[src/rtl/rcs_pkg.sv]
// package: sizes, codes and item types shared by the range count store
`timescale 1ns / 1ps
package rcs_pkg;

  localparam int DEPTH   = 1024;
  localparam int VAL_W   = 32;
  localparam int COUNT_W = 12;
  localparam int IDX_W   = $clog2(DEPTH);
  localparam int CNT_W   = $clog2(DEPTH + 1);
  // running sum spans -DEPTH..DEPTH, and is never narrower than the result field
  localparam int ACC_W   = (CNT_W + 1 > COUNT_W) ? CNT_W + 1 : COUNT_W;

  localparam logic CMD_LOAD    = 1'b0;
  localparam logic CMD_QUERY   = 1'b1;
  localparam logic STATUS_OK   = 1'b0;
  localparam logic STATUS_FULL = 1'b1;

  // value store write, broadcast to every cell
  typedef struct packed {
    logic                    en;
    logic [IDX_W-1:0]        idx;
    logic signed [VAL_W-1:0] data;
  } rcs_wr_t;

  // one item as it travels down the cell chain
  typedef struct packed {
    logic                    is_query;
    logic                    status;
    logic signed [VAL_W-1:0] low_bound;
    logic signed [VAL_W-1:0] high_bound;
    logic [CNT_W-1:0]        n;
    logic signed [ACC_W-1:0] acc;
  } rcs_stage_t;

  typedef struct packed {
    logic signed [COUNT_W-1:0] count;
    logic                      status;
  } rcs_result_t;

endpackage

[src/rtl/rcs_out_buf.sv]
// two-entry result buffer between the cell chain and the result channel
`timescale 1ns / 1ps
module rcs_out_buf
  import rcs_pkg::*;
(
  input  logic        clk,
  input  logic        rst_n,
  input  logic        push,
  input  rcs_result_t push_data,
  output logic        space,
  output logic        out_valid,
  input  logic        out_ready,
  output rcs_result_t out_data
);

  rcs_result_t mem_r [2];
  logic        wr_ptr_r;
  logic        rd_ptr_r;
  logic [1:0]  fill_r;
  logic [1:0]  fill_nxt;
  logic        pop;

  assign out_valid = fill_r != 2'd0;
  assign space     = fill_r != 2'd2;
  assign pop       = out_valid && out_ready;
  assign out_data  = mem_r[rd_ptr_r];

  always_comb begin
    fill_nxt = fill_r;
    if (push && !pop) begin
      fill_nxt = fill_r + 2'd1;
    end else if (pop && !push) begin
      fill_nxt = fill_r - 2'd1;
    end
  end

  always_ff @(posedge clk) begin
    if (push) begin
      mem_r[wr_ptr_r] <= push_data;
    end
  end

  always_ff @(posedge clk) begin
    if (!rst_n) begin
      wr_ptr_r <= 1'b0;
      rd_ptr_r <= 1'b0;
      fill_r   <= 2'd0;
    end else begin
      fill_r <= fill_nxt;
      if (push) begin
        wr_ptr_r <= ~wr_ptr_r;
      end
      if (pop) begin
        rd_ptr_r <= ~rd_ptr_r;
      end
    end
  end

endmodule
[config.mk]
export PLATFORM = sky130hd
export DESIGN_NAME = rcs_out_buf
export DESIGN_NICKNAME = d
export VERILOG_FILES = /design/src/rtl/rcs_pkg.sv /design/src/rtl/rcs_out_buf.sv
export SDC_FILE = /design/constraint.sdc
export NUM_CORES = 1
export LEC_CHECK = 0
export ABC_CLOCK_PERIOD_IN_PS = 1200
export BUFFER_PORTS_ARGS = -buffer_cell sky130_fd_sc_hd__buf_2
export CORE_MARGIN = 3
export CORE_UTILIZATION = 25
export CTS_BUF_LIST = sky130_fd_sc_hd__clkbuf_4 sky130_fd_sc_hd__clkbuf_8
export CTS_CLUSTER_SIZE = 28
export DETAILED_ROUTE_END_ITERATION = 8
export PLACE_DENSITY_LB_ADDON = 0.1
export SLEW_MARGIN = 20
export SYNTH_ARGS = -nofsm -noshare
export SYNTH_HDL_FRONTEND = slang
export SYNTH_SLANG_ARGS = --single-unit
[constraint.sdc]
create_clock -name clk -period 1.2 [get_ports clk]
set_input_delay 0.12 -clock clk [delete_from_list [all_inputs] [get_ports clk]]
set_output_delay 0.12 -clock clk [all_outputs]
set_load 0.03 [all_outputs]
==> results of run 1 <==
-- cell families (layout without fill, tap and decap cells) --
| kind of cell | after synthesis | after routing |
|---|---|---|
| multiplexers | 13 | 13 |
| AO/OA/AOI/OAI | 4 | 4 |
| buffers and inverters | 1 | 50 |
| XOR/XNOR | 3 | 3 |
| flip-flops | 31 | 31 |
| adder cells (fa/ha/maj) | 1 | 1 |
| AND/OR/NAND/NOR | 9 | 9 |
-- per-layer routing --
layer	vias up	wire, um	GRT usage, %
met2	19	1160	15.3
li1	326	-	-
met3	2	138	3.83
met4	0	13	4.83
met1	336	878	10.3
met5	-	0	0
-- area by class of cell --
cell class	instances	area (um^2)
fillers	427	2660
repair buffers	42	344
well taps	52	65.1
flip-flops and latches	31	885
clock inverters	2	35.0
multi-input cells	30	344
clock buffers	6	82.6
-- sequential cells by signal, summed over array words and instances (netlist names), named ones only --
signal    flops
rd_ptr_r      1
wr_ptr_r      1
fill_r        2
mem_r        26
-- stage by stage --
step / hold slack, ns / area [um^2]
6_report: 0.0310 / 1760
5_1_grt: 0.0180 / 1760
4_1_cts: 0.0178 / 1740
3_5_place_dp: 0.312 / 1460
3_3_place_gp: 0.309 / 1460
2_1_floorplan: 0.219 / 1160
-- cells in the final DEF (no fill, tap or decap), types with 2 or more instances in the layout --
cell type	netlist	final
buf_4	0	6
mux2_4	0	13
edfxtp_1	26	26
dfxtp_2	0	3
buf_6	0	19
and2_1	4	4
buf_2	1	17
xnor2_1	2	2
clkbuf_8	0	6
dfxtp_1	5	2
-- Yosys cell counts --
master	instances
edfxtp_1	26
mux2_1	10
dfxtp_1	5
and2_1	4
mux2_2	3
nor2b_1	2
xnor2_1	2
a21boi_1	1
buf_2	1
ha_1	1
nand2b_1	1
o21a_1	1
o21ai_0	1
o21ai_1	1
or2_2	1
or3_1	1
xor2_1	1
-- power groups by stage --
stage / sequential (W) / clock (W) / combinational (W)
final: 0.00137 / 0.00104 / 0.00157
after global routing: 0.00138 / 0.00113 / 0.00167
after CTS: 0.00136 / 0.00108 / 0.00157
after detailed placement: 0.00136 / 0 / 0.00116
after global placement: 0.00136 / 0 / 0.00113
after floorplan: 0.00138 / 0 / 0.000726
-- worst min-delay path by stage --
stage                       start      endpoint  slack [ns]  depth (start not counted)
detailed placement  push_data[11]  mem_r[0][11]        0.31                          1
finish               push_data[1]   mem_r[0][1]        0.03                          1
CTS                  push_data[1]   mem_r[0][1]        0.02                          1
global placement    push_data[11]  mem_r[0][11]        0.31                          1
floorplan            push_data[0]   mem_r[0][0]        0.22                          0
global route         push_data[1]   mem_r[0][1]        0.02                          1
-- what timing repair did --
item	CTS	global route
setup endpoints to repair	16	16
resized for setup	48	2
pin swaps	2	1
hold buffers	0	0
==> results_dict.tcl, run 1 <==
set metrics [dict create \
    status "finished, violations left" \
    violations "negative setup slack" \
    synth-adder-area-share_pct 1.09 \
    gp_congestion 0.666 \
    drt_iter0_markers 15 \
    tns_ns -1.85 \
    tightest_slew_ns 0.166 \
    cp_num_buf_inv 2 \
    core_mm2 0.00441 \
    muxShareOfSynthArea_pct 12.7 \
    finalMaxSlewViolations 0 \
    critPathMaxStageDelay_ns 0.35 \
    period_minus_slack_ns 1.35 \
    detailed_place_hpwl_um 1540 \
    p_sw_share_pct 29.2 \
    rsz0062_at_grt "yes" \
    synth_compound_area_share_pct 2.17 \
    synthToLayoutAreaGrowth_pct 52.3 \
    die_h_um 73.9 \
    p_seq_share_pct 34.4 \
    start_util_pct 26.1 \
    synth_top_area_share_pct 67.8 \
    synth-simple-area-share_pct 4.89 \
    portBuffers 31 \
    crit_path_frequent_cell "buf_6" \
    clockBufferDepth 2 \
    numCtsBuffers 5 \
    cts_tree "yes" \
    firstDrtPassIters 3 \
    crit_end "out_data[7]" \
    arrival_ns 1.23 \
    power.share.clock_pct 26.1 \
    dieArea_mm2 0.00546 \
    r2r_slack_ns -0.06 \
    power_leakage_nw 0.702 \
    ys_seq_area_share_pct 76.4 \
    start_kind "register" \
    dieWidth_um 73.9 \
    grt_pass1_vias 785 \
    r2r_cells 4 \
    vias 683 \
    h-tree-depth 2 \
    avgRoutedWirePerCell_um 13.5 \
    hold_viol_final 0 \
    path_clk_slew_ns 0.06 \
    maxCapViolCount 0 \
    path_cells "buf_6, mux2_4, buf_6" \
    clkLatencyLatePin_ns 0.27 \
    syn_area_per_cell_um2 18.6 \
    powerDensity_mw_per_mm2 2270 \
    antenna_found_initial 0 \
    diodes 0 \
    nNetsFinal 128 \
    grt_max_degree 11 \
    worstPathRequired_ns 1.08 \
    setup_viol 15 \
    fin_ws_ns -0.148 \
    synth_area_leaders "edfxtp_1 68%, mux2_1 9.8%, dfxtp_1 8.7%" \
    globalRouteTotalUtil_pct 9.31 \
    synth_top_family_by_area "multiplexers" \
    core.rowCount 24 \
    ant_nets 0 \
    p_switching_w 0.00116 \
    finalPower_w 0.00398 \
    via_per_inst 4.19 \
    place_inst 155 \
    synthXorXnorAreaFrac_pct 2.28 \
    num_io_pins 32 \
    path_class "reg -> out" \
    ys.warnings.count 0 \
    critPathCaptureType "output pin" \
    cp_slowest_cell "dfxtp_2" \
    cp_num_cells 3 \
    relSlewSlack_pct 88.9 \
    netlist_area_mm2 0.00115 \
    combPwrFrac_pct 39.5 \
    r2r-start "fill_r[1]" \
    drc 0 \
    synth_top_area_cell "edfxtp_1" \
    min_period_over_period_pct 112 \
    fmax_ghz 0.742 \
    synth_cell_types 17 \
    netlist_instances 62 \
    critPathMaxFanout 6 \
    synth_nets 80 \
    vdd.ir_drop.worst_uv 1040 \
    hold_path_class "in -> reg" \
    cts.sinks 31 \
    drive_above_1_share_pct 63.1 \
    dp_slack_ns -0.0435 \
    p_int_w 0.00282 \
    routed_wl_um 2200 \
    crit_family "flip-flops" \
    cts_setup_buffers 0 \
    root_buffer "clkbuf_8" \
    reg2reg_to "fill_r[1]" \
    grt.overflow.total 0 \
    fin_util_pct 39.8 \
    skew_ns 0.00452 \
    yosys_register_bits 31 \
    instances_no_fill 163 \
    grt_pass1_wl_um 3620 \
]
Note: power is estimated with default switching activity, not from simulation.
==> run 2: changes to the inputs <==
Settings changed: CORE_MARGIN 3 to 2.
==> run 2 against run 1 <==
The flow still finishes with violations (negative setup slack). Sequential power about the same. First-iteration DRC count grew to 3.1 times the previous value. Count of clock-buffer cells in the layout unchanged. Maximum frequency up 0.66%. Final cell count is 1.2% higher. Cell area shrank 0.71%. Combinational power grew 4%. Critical path depth unchanged. Register-to-register slack lost 0.06 ns. Non-clock buffer count grew 2.
==> results_dict.tcl, run 2 (synthesis gave the netlist of run 1 again) <==
set metrics [dict create \
    rsz0062_at_grt "yes" \
    grt_pass1_wl_um 3450 \
    drc 0 \
    finalMaxSlewViolations 0 \
    relSlewSlack_pct 88.3 \
    diodes 0 \
    met1_usage_pct 10.0 \
    globalRouteTotalUtil_pct 9.30 \
    cts.sinks 31 \
    path_clk_slew_ns 0.06 \
    hold_ws_ns 0.0286 \
    largest_reg_flops 26 \
    firstDrtPassIters 2 \
    drive_above_1_share_pct 62.8 \
    core_mm2 0.00438 \
    clkLatencyLatePin_ns 0.28 \
    critPathMaxFanout 3 \
    final_common_cell "edfxtp_1" \
    detailed_place_hpwl_um 1520 \
    dp_slack_ns -0.0594 \
    top_regs "mem_r x26, fill_r x2" \
    power_leakage_nw 0.694 \
    fill_cells 424 \
    root_buffer "clkbuf_8" \
    num_io_pins 32 \
    nNetsFinal 130 \
    vias 696 \
    fin_util_pct 39.8 \
    worstPathRequired_ns 1.08 \
    grt_util_met3_pct 3.89 \
    r2r_slack_ns -0.12 \
    violations "negative setup slack" \
    via_per_inst 4.22 \
    min_period_over_period_pct 112 \
    antenna_found_initial 0 \
    dieWidth_um 71.9 \
    fin_ws_ns -0.139 \
    vdd.ir_drop.worst_uv 744 \
    grt.overflow.total 0 \
    instances_no_fill 165 \
    grt_pass1_vias 778 \
    start_kind "register" \
    tns_ns -1.89 \
    dieArea_mm2 0.00517 \
    maxCapViolCount 0 \
    arrival_ns 1.22 \
    hold_viol_final 0 \
    place_inst 155 \
    powerDensity_mw_per_mm2 2180 \
    h-tree-depth 2 \
    path_cells "buf_4, mux2_2, buf_6" \
    synthToLayoutAreaGrowth_pct 51.2 \
    status "finished, violations left" \
    period_minus_slack_ns 1.34 \
    skew_ns 0.00429 \
    critPathCaptureType "output pin" \
    use_met2_pct 14.8 \
    grt_busiest_layer "met2" \
    clockBufferDepth 2 \
    cp_slowest_cell "dfxtp_4" \
    path_class "reg -> out" \
    die_h_um 71.9 \
    ant_nets 0 \
    setup_viol 15 \
    regMostFlops "mem_r" \
    cts_tree "yes" \
    start_util_pct 26.3 \
    critPathMaxStageDelay_ns 0.36 \
    tightest_slew_ns 0.174 \
    portBuffers 31 \
    layout_common_cells "26 x edfxtp_1, 18 x buf_6, 17 x buf_2" \
    avgRoutedWirePerCell_um 13.4 \
    routed_wl_um 2210 \
    grt_max_degree 10 \
    numCtsBuffers 5 \
    fmax_ghz 0.747 \
    core.rowCount 24 \
    gp_congestion 0.628 \
    hold_path_class "in -> reg" \
    drt_iter0_markers 46 \
]
-- run 2: cell count changes in the layout (fill, tap and decap cells not counted), sizes merged --
| cell | change |
|---|---|
| buf | +2 |
| bufinv | -1 |
| clkinv | +1 |
-- run 2: what timing repair did --
action | 4_1_cts | 5_1_grt
setup endpoints to repair | 16 | 16
cloned | 0 | 0
pin swaps | 1 | 3
hold endpoints to repair | 0 | 0
gates resized for setup | 46 | 5
setup buffers | 1 | 1
hold buffers | 0 | 0
-- run 2: critical path: cells and delay by family (launching register included) --
| kind | cells | cell delay [ns] |
|---|---|---|
| flops | 1 | 0.36 |
| buf+inv | 2 | 0.25 |
| mux | 1 | 0.33 |
-- run 2: layer usage --
layer	wire length (um)	part of all wire, %	vias to the layer above
li1	-	-	329
met2	1120	51	24
met4	55	2.5	0
met1	886	40	336
met3	142	6.4	7
met5	0	0	-
-- run 2: report_power, final --
group	switching (W)	leakage [nW]	internal, W
logic	0.000736	0.364	0.000907
clock network	0.000358	0.0437	0.000417
registers	0.0000755	0.287	0.00130
total	0.00117	0.694	0.00262
-- run 2: layout make-up --
cell class                 count  area (um^2)  share of cell area (%)
sequential                    31          887                    50.9
timing repair buffer          44          363                    20.8
multi-input combinational     30          344                    19.7
clock buffer                   6         76.3                    4.38
tap                           52         65.1                    3.73
clock inverter                 2         7.51                   0.431
-- run 2: path summary, 6_finish.rpt --
kind                                    from      endpoint  cells after the start
worst min register to register      rd_ptr_r      register                      2
worst max register to register     fill_r[1]     fill_r[1]                      4
worst max-delay path                register  out_data[10]                      3
worst min-delay path            push_data[1]   mem_r[0][1]                      1
-- run 2: through the flow --
stage	power, W	area, um^2
4_1_cts	0.00373	1700
3_5_place_dp	0.00252	1460
6_report	0.00379	1740
5_1_grt	0.00397	1740
3_3_place_gp	0.00249	1460
2_1_floorplan	0.00210	1160
