==> config.mk <==
export PLATFORM = sky130hd
export DESIGN_NAME = rcs_cell
export DESIGN_NICKNAME = d
export VERILOG_FILES = /design/src/rtl/rcs_pkg.sv /design/src/rtl/rcs_cell.sv
export SDC_FILE = /design/constraint.sdc
export NUM_CORES = 1
export LEC_CHECK = 0
export BUFFER_PORTS_ARGS = -buffer_cell sky130_fd_sc_hd__buf_2
export CORE_MARGIN = 2
export CORE_UTILIZATION = 39
export CTS_BUF_LIST = sky130_fd_sc_hd__clkbuf_8
export DETAILED_ROUTE_END_ITERATION = 10
export PLACE_DENSITY = 0.66
export SLEW_MARGIN = 20
export SYNTH_ARGS = -nofsm -noshare
export SYNTH_HDL_FRONTEND = slang
export SYNTH_SLANG_ARGS = --single-unit
==> constraint.sdc <==
create_clock -name clk -period 5.1 [get_ports clk]
set_input_delay 0.765 -clock clk [delete_from_list [all_inputs] [get_ports clk]]
set_output_delay 0.765 -clock clk [all_outputs]
set_load 0.02 [all_outputs]
==> src/rtl/rcs_pkg.sv <==
// package: sizes, codes and item types shared by the range count store
`timescale 1ns / 1ps
package rcs_pkg;

  localparam int DEPTH   = 1024;
  localparam int VAL_W   = 32;
  localparam int COUNT_W = 12;
  localparam int IDX_W   = $clog2(DEPTH);
  localparam int CNT_W   = $clog2(DEPTH + 1);
  // running sum spans -DEPTH..DEPTH, and is never narrower than the result field
  localparam int ACC_W   = (CNT_W + 1 > COUNT_W) ? CNT_W + 1 : COUNT_W;

  localparam logic CMD_LOAD    = 1'b0;
  localparam logic CMD_QUERY   = 1'b1;
  localparam logic STATUS_OK   = 1'b0;
  localparam logic STATUS_FULL = 1'b1;

  // value store write, broadcast to every cell
  typedef struct packed {
    logic                    en;
    logic [IDX_W-1:0]        idx;
    logic signed [VAL_W-1:0] data;
  } rcs_wr_t;

  // one item as it travels down the cell chain
  typedef struct packed {
    logic                    is_query;
    logic                    status;
    logic signed [VAL_W-1:0] low_bound;
    logic signed [VAL_W-1:0] high_bound;
    logic [CNT_W-1:0]        n;
    logic signed [ACC_W-1:0] acc;
  } rcs_stage_t;

  typedef struct packed {
    logic signed [COUNT_W-1:0] count;
    logic                      status;
  } rcs_result_t;

endpackage

==> src/rtl/rcs_cell.sv <==
// chain cell: holds one stored value and adds its vote to each passing query
`timescale 1ns / 1ps
module rcs_cell
  import rcs_pkg::*;
(
  input  logic             clk,
  input  logic             rst_n,
  input  logic             adv,
  input  logic [IDX_W-1:0] cell_idx,
  input  rcs_wr_t          wr,
  input  logic             prev_valid,
  input  rcs_stage_t       prev,
  output logic             next_valid,
  output rcs_stage_t       next
);

  logic signed [VAL_W-1:0] value_r;
  logic                    valid_r;
  rcs_stage_t              stage_r;
  rcs_stage_t              stage_nxt;
  logic                    occupied;
  logic                    le_hi;
  logic                    lt_lo;

  always_ff @(posedge clk) begin
    if (wr.en && wr.idx == cell_idx) begin
      value_r <= wr.data;
    end
  end

  // only cells written before the query entered take part
  assign occupied = CNT_W'(cell_idx) < prev.n;
  assign le_hi    = value_r <= prev.high_bound;
  assign lt_lo    = value_r < prev.low_bound;

  always_comb begin
    stage_nxt = prev;
    if (prev.is_query && occupied) begin
      stage_nxt.acc = prev.acc + ACC_W'(le_hi) - ACC_W'(lt_lo);
    end
  end

  always_ff @(posedge clk) begin
    if (!rst_n) begin
      valid_r <= 1'b0;
    end else if (adv) begin
      valid_r <= prev_valid;
    end
  end

  always_ff @(posedge clk) begin
    if (adv) begin
      stage_r <= stage_nxt;
    end
  end

  assign next_valid = valid_r;
  assign next       = stage_r;

endmodule

==> results of run 1 <==
==> registers in the layout, summed over array words and instances, names as in the netlist <==
register    count
next           89
next_valid      1
value_r        32
==> synthesized netlist by cell type (2+ instances only) <==
cell	count	share of area (%)
a211oi_1	5	0.59
a21o_1	8	0.95
a21oi_1	32	2.5
a221oi_1	2	0.28
a31oi_1	2	0.20
edfxtp_1	121	58
ha_1	84	17
inv_1	91	5.4
mux2_4	2	0.48
mux2i_1	11	1.7
nand2_1	16	0.95
nand2b_1	3	0.30
nand3_1	8	0.63
nand4_1	14	1.4
nor2_1	9	0.53
nor2b_1	4	0.40
nor3_1	4	0.32
nor4_1	3	0.30
o211ai_1	6	0.71
o21a_1	3	0.36
o21ai_0	14	1.1
xnor2_1	14	1.9
xor2_1	4	0.55
==> worst max-delay path by stage <==
stage,startpoint,endpoint,slack (ns),depth (start not counted)
floorplan,prev[77],next[10]$_DFFE_PP_,0.97,19
global placement,prev[76],next[10]$_DFFE_PP_,0.36,20
detailed placement,prev[74],next[10]$_DFFE_PP_,0.26,20
CTS,prev[74],next[10]$_DFFE_PP_,0.70,20
global route,prev[74],next[8]$_DFFE_PP_,0.35,20
finish,prev[76],next[10]$_DFFE_PP_,0.78,20
==> power by group through the flow <==
stage | Combinational, mW | Sequential [mW] | Clock, mW
detailed placement | 0.411 | 1.21 | 0
floorplan | 0.149 | 1.30 | 0
global route | 0.449 | 1.20 | 0.925
global placement | 0.402 | 1.21 | 0
CTS | 0.413 | 1.19 | 0.891
finish | 0.408 | 1.19 | 0.861
==> per-stage QoR <==
step	setup WS (ns)	power [mW]	hold slack, ns	cell area [sq um]
6_report	0.782	2.46	0.510	8170
5_1_grt	0.348	2.57	0.463	8170
2_1_floorplan	0.966	1.44	0.589	6320
4_1_cts	0.703	2.49	0.479	8170
3_5_place_dp	0.258	1.62	0.506	7770
3_3_place_gp	0.363	1.61	0.490	7770
==> cells by family (layout without fill, tap and decap cells) <==
family          after synthesis  after routing  synth area share, %
other cells                   0              1                    0
compound gates               89             89                 9.23
fa+ha+maj                    85             85                 17.0
flops                       122            122                 57.8
mux                          14             14                 2.40
simple gates                 67             67                 5.51
buf+inv                      92            359                 5.59
xor+xnor                     18             18                 2.50
==> metal layers <==
metal	vias to the layer above	track usage [%]	wire, microns
met5	-	0	13
met4	2	4.35	176
met3	18	6.17	1020
met2	159	31.2	7470
met1	2142	20.7	6310
li1	2306	-	-
==> cell type report <==
| type | instances | area (sq um) |
|---|---|---|
| fillers | 1472 | 7720 |
| flip-flops and latches | 122 | 3650 |
| multi-input cells | 273 | 2320 |
| repair buffers | 237 | 1190 |
| inverters | 91 | 342 |
| well taps | 216 | 270 |
| clock buffers | 17 | 234 |
| clock inverters | 14 | 158 |
| diodes | 1 | 2.50 |
==> worst max-delay path, cell delays in order <==
cell	delay [ns]
buf_2	0.09
inv_1	0.04
ha_1	0.30
a211oi_1	0.26
nor2_1	0.08
a2111oi_0	0.54
o21a_1	0.18
nand3_1	0.10
mux2i_1	0.22
ha_1	0.26
inv_1	0.06
ha_1	0.19
inv_1	0.07
fa_1	0.40
nor2b_1	0.17
o31a_1	0.19
o211ai_1	0.11
a21oi_1	0.14
nor3_1	0.06
mux2_4	0.25
==> impl_metrics.env, run 1 <==
export IMPL_status="finished clean"
export IMPL_cts_clk_slew_worst_paths_ns=0.07
export IMPL_nets=973
export IMPL_cts_resized=0
export IMPL_via_count=4627
export IMPL_path_max_fanout=3
export IMPL_setup_viol=0
export IMPL_min_from="wr[5]"
export IMPL_clockRootBuffer="clkbuf_8"
export IMPL_via_per_inst=4.77
export IMPL_intPower_mw=1.81
export IMPL_globalRouteTotalUtil_pct=17.7
export IMPL_r2r_cells=18
export IMPL_arrival_ns=4.49
export IMPL_max_vdd_ir_drop_v=0.000170
export IMPL_layoutNonFillerInstCount=971
export IMPL_worst_pin_slew_ns=0.868
export IMPL_grt_max_degree=52
export IMPL_fin_util_pct=51.4
export IMPL_final_cell_mix="buf_2 (234), edfxtp_1 (121), inv_1 (93)"
export IMPL_dp_hpwl_microns=12000
export IMPL_die_h_microns=131
export IMPL_yosysWarnings=0
export IMPL_synth_edff_count=121
export IMPL_wl_microns=15000
export IMPL_powerDensity_nw_per_um2=301
export IMPL_drc=0
export IMPL_final_hold_viol_count=0
export IMPL_cts_tree="yes"
export IMPL_grt_pass1_vias=4831
export IMPL_rows=46
export IMPL_gp_congestion=0.836
export IMPL_drt_iter0_markers=208
export IMPL_r2r_end="next[10]$_DFFE_PP_"
export IMPL_p_seq_share_pct=48.4
export IMPL_timing_reg2reg_setup_slack_ns=0.83
export IMPL_io_buffers=235
export IMPL_dp_cells=939
export IMPL_setup_tns_ns=0
export IMPL_clock_latency_ns=0.42
export IMPL_initial_utilization_pct=39.8
export IMPL_synth_avg_cell_area_sq_um=13.0
export IMPL_h_tree_depth=4
export IMPL_p_sw_share_pct=26.2
export IMPL_p_leak_nw=3.86
export IMPL_ant_nets=0
export IMPL_layout_min_cycle_time_ns=4.32
export IMPL_finalMaxSlewViolations=0
export IMPL_critPathLaunchType="input port"
export IMPL_p_sw_mw=0.644
export IMPL_critPathCaptureType="register"
export IMPL_drive_above_1_share_pct=36.3
export IMPL_fin_skew_ns=0.00812
export IMPL_synth_seq_cells=122
export IMPL_ctsHoldBuffers=0
export IMPL_seq_area_frac_synth_pct=57.8
export IMPL_worstSetupPathType="input port to register"
export IMPL_clkSinkCount=122
export IMPL_synth_distinct_cells=50
export IMPL_power_frac_clock_pct=35.0
export IMPL_critPathRequiredTime_ns=5.28
export IMPL_synth_ff_type="edfxtp_1"
export IMPL_grt_remaining_overflow=0
export IMPL_syn_num_nets=718
export IMPL_syn_to_final_growth_pct=29.3
export IMPL_final_common_cell="buf_2"
export IMPL_clockBufferDepth=2
export IMPL_firstDrtPassIters=4
export IMPL_postCtsSetupBuffers=0
export IMPL_syn_cell_area_sq_um=6320
export IMPL_die_x_microns=131
export IMPL_min_path_cells=1
export IMPL_antenna_found_initial=2
export IMPL_min_to="value_r[5]$_DFFE_PP_"
export IMPL_clock_fmax_mhz=232
export IMPL_r2r_start="value_r[19]$_DFFE_PP_"
export IMPL_synth_cells=487
export IMPL_rsz0062_at_grt="no"
export IMPL_cap_violations=0
export IMPL_grt_first_pass_wirelength_microns=23800
export IMPL_io_pins=236
export IMPL_relSlewSlack_pct=42.1
export IMPL_hold_path_class="input port to register"
export IMPL_postSynth_asyncResetShare_pct=0
export IMPL_combPwrFrac_pct=16.6
export IMPL_fin_crit_sh_pct=84.7
export IMPL_wl_per_cell_microns=15.4
export IMPL_die_area_sq_um=17200
export IMPL_core_area_sq_um=15900
export IMPL_cts_buffers=17
(Power assumes the default switching activity.)
==> run 2, diff against run 1 <==
==> constraint.sdc (replaced) <==
create_clock -name clk -period 4.33 [get_ports clk]
set_input_delay 0.6495 -clock clk [delete_from_list [all_inputs] [get_ports clk]]
set_output_delay 0.6495 -clock clk [all_outputs]
set_load 0.02 [all_outputs]
==> run 2 against run 1 <==
Net effect:
- cell count increased by 1.2%
- sequential power increased by 18%
- global-route usage increased by 0.52 points
- non-clock buffer count increased by 9
- power increased by 21%
- hold slack got worse by 0.13 ns
- clock skew increased by 0.0013 ns
- sequential share of layout area decreased by 0.76 points
- register-to-register slack got worse by 0.66 ns
- clock power increased by 24%
- largest cell class unchanged
- largest power group unchanged
==> impl_metrics.env, run 2 (synthesized netlist as in run 1, its figures left out) <==
export IMPL_p_sw_share_pct=25.8
export IMPL_clkSinkCount=122
export IMPL_die_area_sq_um=17200
export IMPL_fin_crit_sh_pct=96.1
export IMPL_h_tree_depth=4
export IMPL_initial_utilization_pct=39.8
export IMPL_nets=982
export IMPL_fin_skew_ns=0.00943
export IMPL_critPathRequiredTime_ns=4.52
export IMPL_wl_per_cell_microns=15.8
export IMPL_cpMaxStageDelayCell="a2111oi_2"
export IMPL_via_count=4754
export IMPL_final_common_cell="buf_2"
export IMPL_worstSetupPathType="register to register"
export IMPL_grt_first_pass_wirelength_microns=24600
export IMPL_layout_min_cycle_time_ns=4.16
export IMPL_grt_pass1_vias=4979
export IMPL_via_per_inst=4.84
export IMPL_critical_path_top_delay_family="compound AO/OA/AOI/OAI gates"
export IMPL_globalRouteTotalUtil_pct=18.3
export IMPL_cts_tree="yes"
export IMPL_relSlewSlack_pct=42.6
export IMPL_wl_microns=15500
export IMPL_setup_tns_ns=0
export IMPL_syn_to_final_growth_pct=31.6
export IMPL_combPwrFrac_pct=16.5
export IMPL_clockBufferDepth=2
export IMPL_powerDensity_nw_per_um2=357
export IMPL_clockRootBuffer="clkbuf_8"
export IMPL_antenna_found_initial=5
export IMPL_cts_clk_slew_worst_paths_ns=0.07
export IMPL_nFillCells=1435
export IMPL_p_leak_nw=3.93
export IMPL_core_area_sq_um=15900
export IMPL_worst_hold_slack_ns=0.381
export IMPL_dp_hpwl_microns=12300
export IMPL_path_max_fanout=3
export IMPL_rows=46
export IMPL_firstDrtPassIters=5
export IMPL_clock_fmax_mhz=240
export IMPL_finalMaxSlewViolations=0
export IMPL_multi_input_area_sq_um=2360
export IMPL_die_x_microns=131
export IMPL_slowest_delay_ns=0.44
export IMPL_die_h_microns=131
export IMPL_status="finished clean"
export IMPL_gp_congestion=0.839
export IMPL_largest_reg_flops=89
export IMPL_worst_pin_slew_ns=0.861
export IMPL_io_buffers=235
export IMPL_drc=0
export IMPL_regArea_sq_um=3650
export IMPL_drt_iter0_markers=219
export IMPL_ant_nets=0
export IMPL_timing_critical_path_mode_cell="ha_1"
export IMPL_crit_chain="ha_1 > a21oi_1 > o21ai_0 > a2111oi_2 > buf_4 > o21a_1 > nand3_1 > mux2i_1 > ha_1 > inv_1 > ha_1 > inv_1 > fa_1 > nor2b_1 > o31a_1 > o211ai_1 > a21oi_1 > nor3_1 > mux2_4"
export IMPL_critPathCaptureType="register"
export IMPL_drive_above_1_share_pct=37.3
export IMPL_hold_path_class="input port to register"
export IMPL_clock_latency_ns=0.44
export IMPL_critPathLaunchType="register"
export IMPL_final_hold_viol_count=0
export IMPL_p_seq_share_pct=47.2
export IMPL_intPower_mw=2.20
export IMPL_cap_violations=0
export IMPL_final_cell_mix="buf_2 (234), edfxtp_1 (121), inv_1 (92)"
export IMPL_p_sw_mw=0.766
export IMPL_cts_buffers=17
export IMPL_grt_remaining_overflow=0
export IMPL_io_pins=236
export IMPL_power_frac_clock_pct=36.2
export IMPL_grt_max_degree=59
export IMPL_setup_viol=0
export IMPL_arrival_ns=4.35
export IMPL_path_buf_inv=3
export IMPL_max_vdd_ir_drop_v=0.000177
==> run 2: cell count changes in the layout (fill, tap and decap cells not counted), moves of 2 or more <==
cell      delta
clkinv_1     +5
diode_2      +2
buf_4        +9
clkinv_2     -3
==> run 2: worst paths after layout <==
path,start,end,slack [ns],cells past startpoint
hold / removal,wr[23],value_r[23]$_DFFE_PP_,0.38,1
setup / recovery,value_r[17]$_DFFE_PP_,next[10]$_DFFE_PP_,0.17,19
setup reg to reg,value_r[17]$_DFFE_PP_,next[10]$_DFFE_PP_,0.17,19
hold reg to reg,next_valid$_SDFFE_PN0P_,next_valid$_SDFFE_PN0P_,0.53,2
==> run 2: cell type report <==
class                   count  share of cell area [%]
flip-flops and latches    122                    44.0
multi-input cells         273                    28.4
repair buffers            246                    15.2
inverters                  91                    4.11
well taps                 216                    3.25
clock buffers              17                    2.82
clock inverters            15                    2.17
diodes                      3                  0.0903
==> run 2: timing repair <==
action / in CTS / in global routing
gates resized for setup: 1 / 6
endpoints found under the setup margin: 1 / 4
setup buffers: 0 / 2
pin swaps: 0 / 4
hold buffers: 0 / 0
==> run 2: stage by stage <==
| stage | std cells | setup WS, ns | utilization [%] | area [sq um] | power [mW] |
|---|---|---|---|---|---|
| after floorplan | 487 | 0.312 | - | 6320 | 1.70 |
| after global placement | 946 | -0.306 | 49.3 | 7830 | 1.90 |
| after detailed placement | 946 | -0.376 | 49.3 | 7830 | 1.92 |
| after CTS | 978 | 0.0615 | 51.9 | 8240 | 3.01 |
| after global routing | 982 | -0.124 | 52.3 | 8310 | 3.10 |
| final | 983 | 0.169 | 52.3 | 8310 | 2.97 |
==> run 2: power by group through the flow <==
stage	registers [mW]	logic, mW	clock network (mW)
finish	1.40	0.491	1.07
global route	1.41	0.539	1.15
CTS	1.40	0.493	1.11
detailed placement	1.43	0.490	0
global placement	1.43	0.479	0
floorplan	1.53	0.176	0
==> run 2: layer usage <==
layer | vias up | part of all wire, % | GRT usage [%]
li1 | 2326 | - | -
met1 | 2222 | 41 | 21.2
met2 | 178 | 50 | 31.5
met3 | 24 | 6.9 | 5.79
met4 | 4 | 1.7 | 6.94
met5 | - | 0.17 | 0
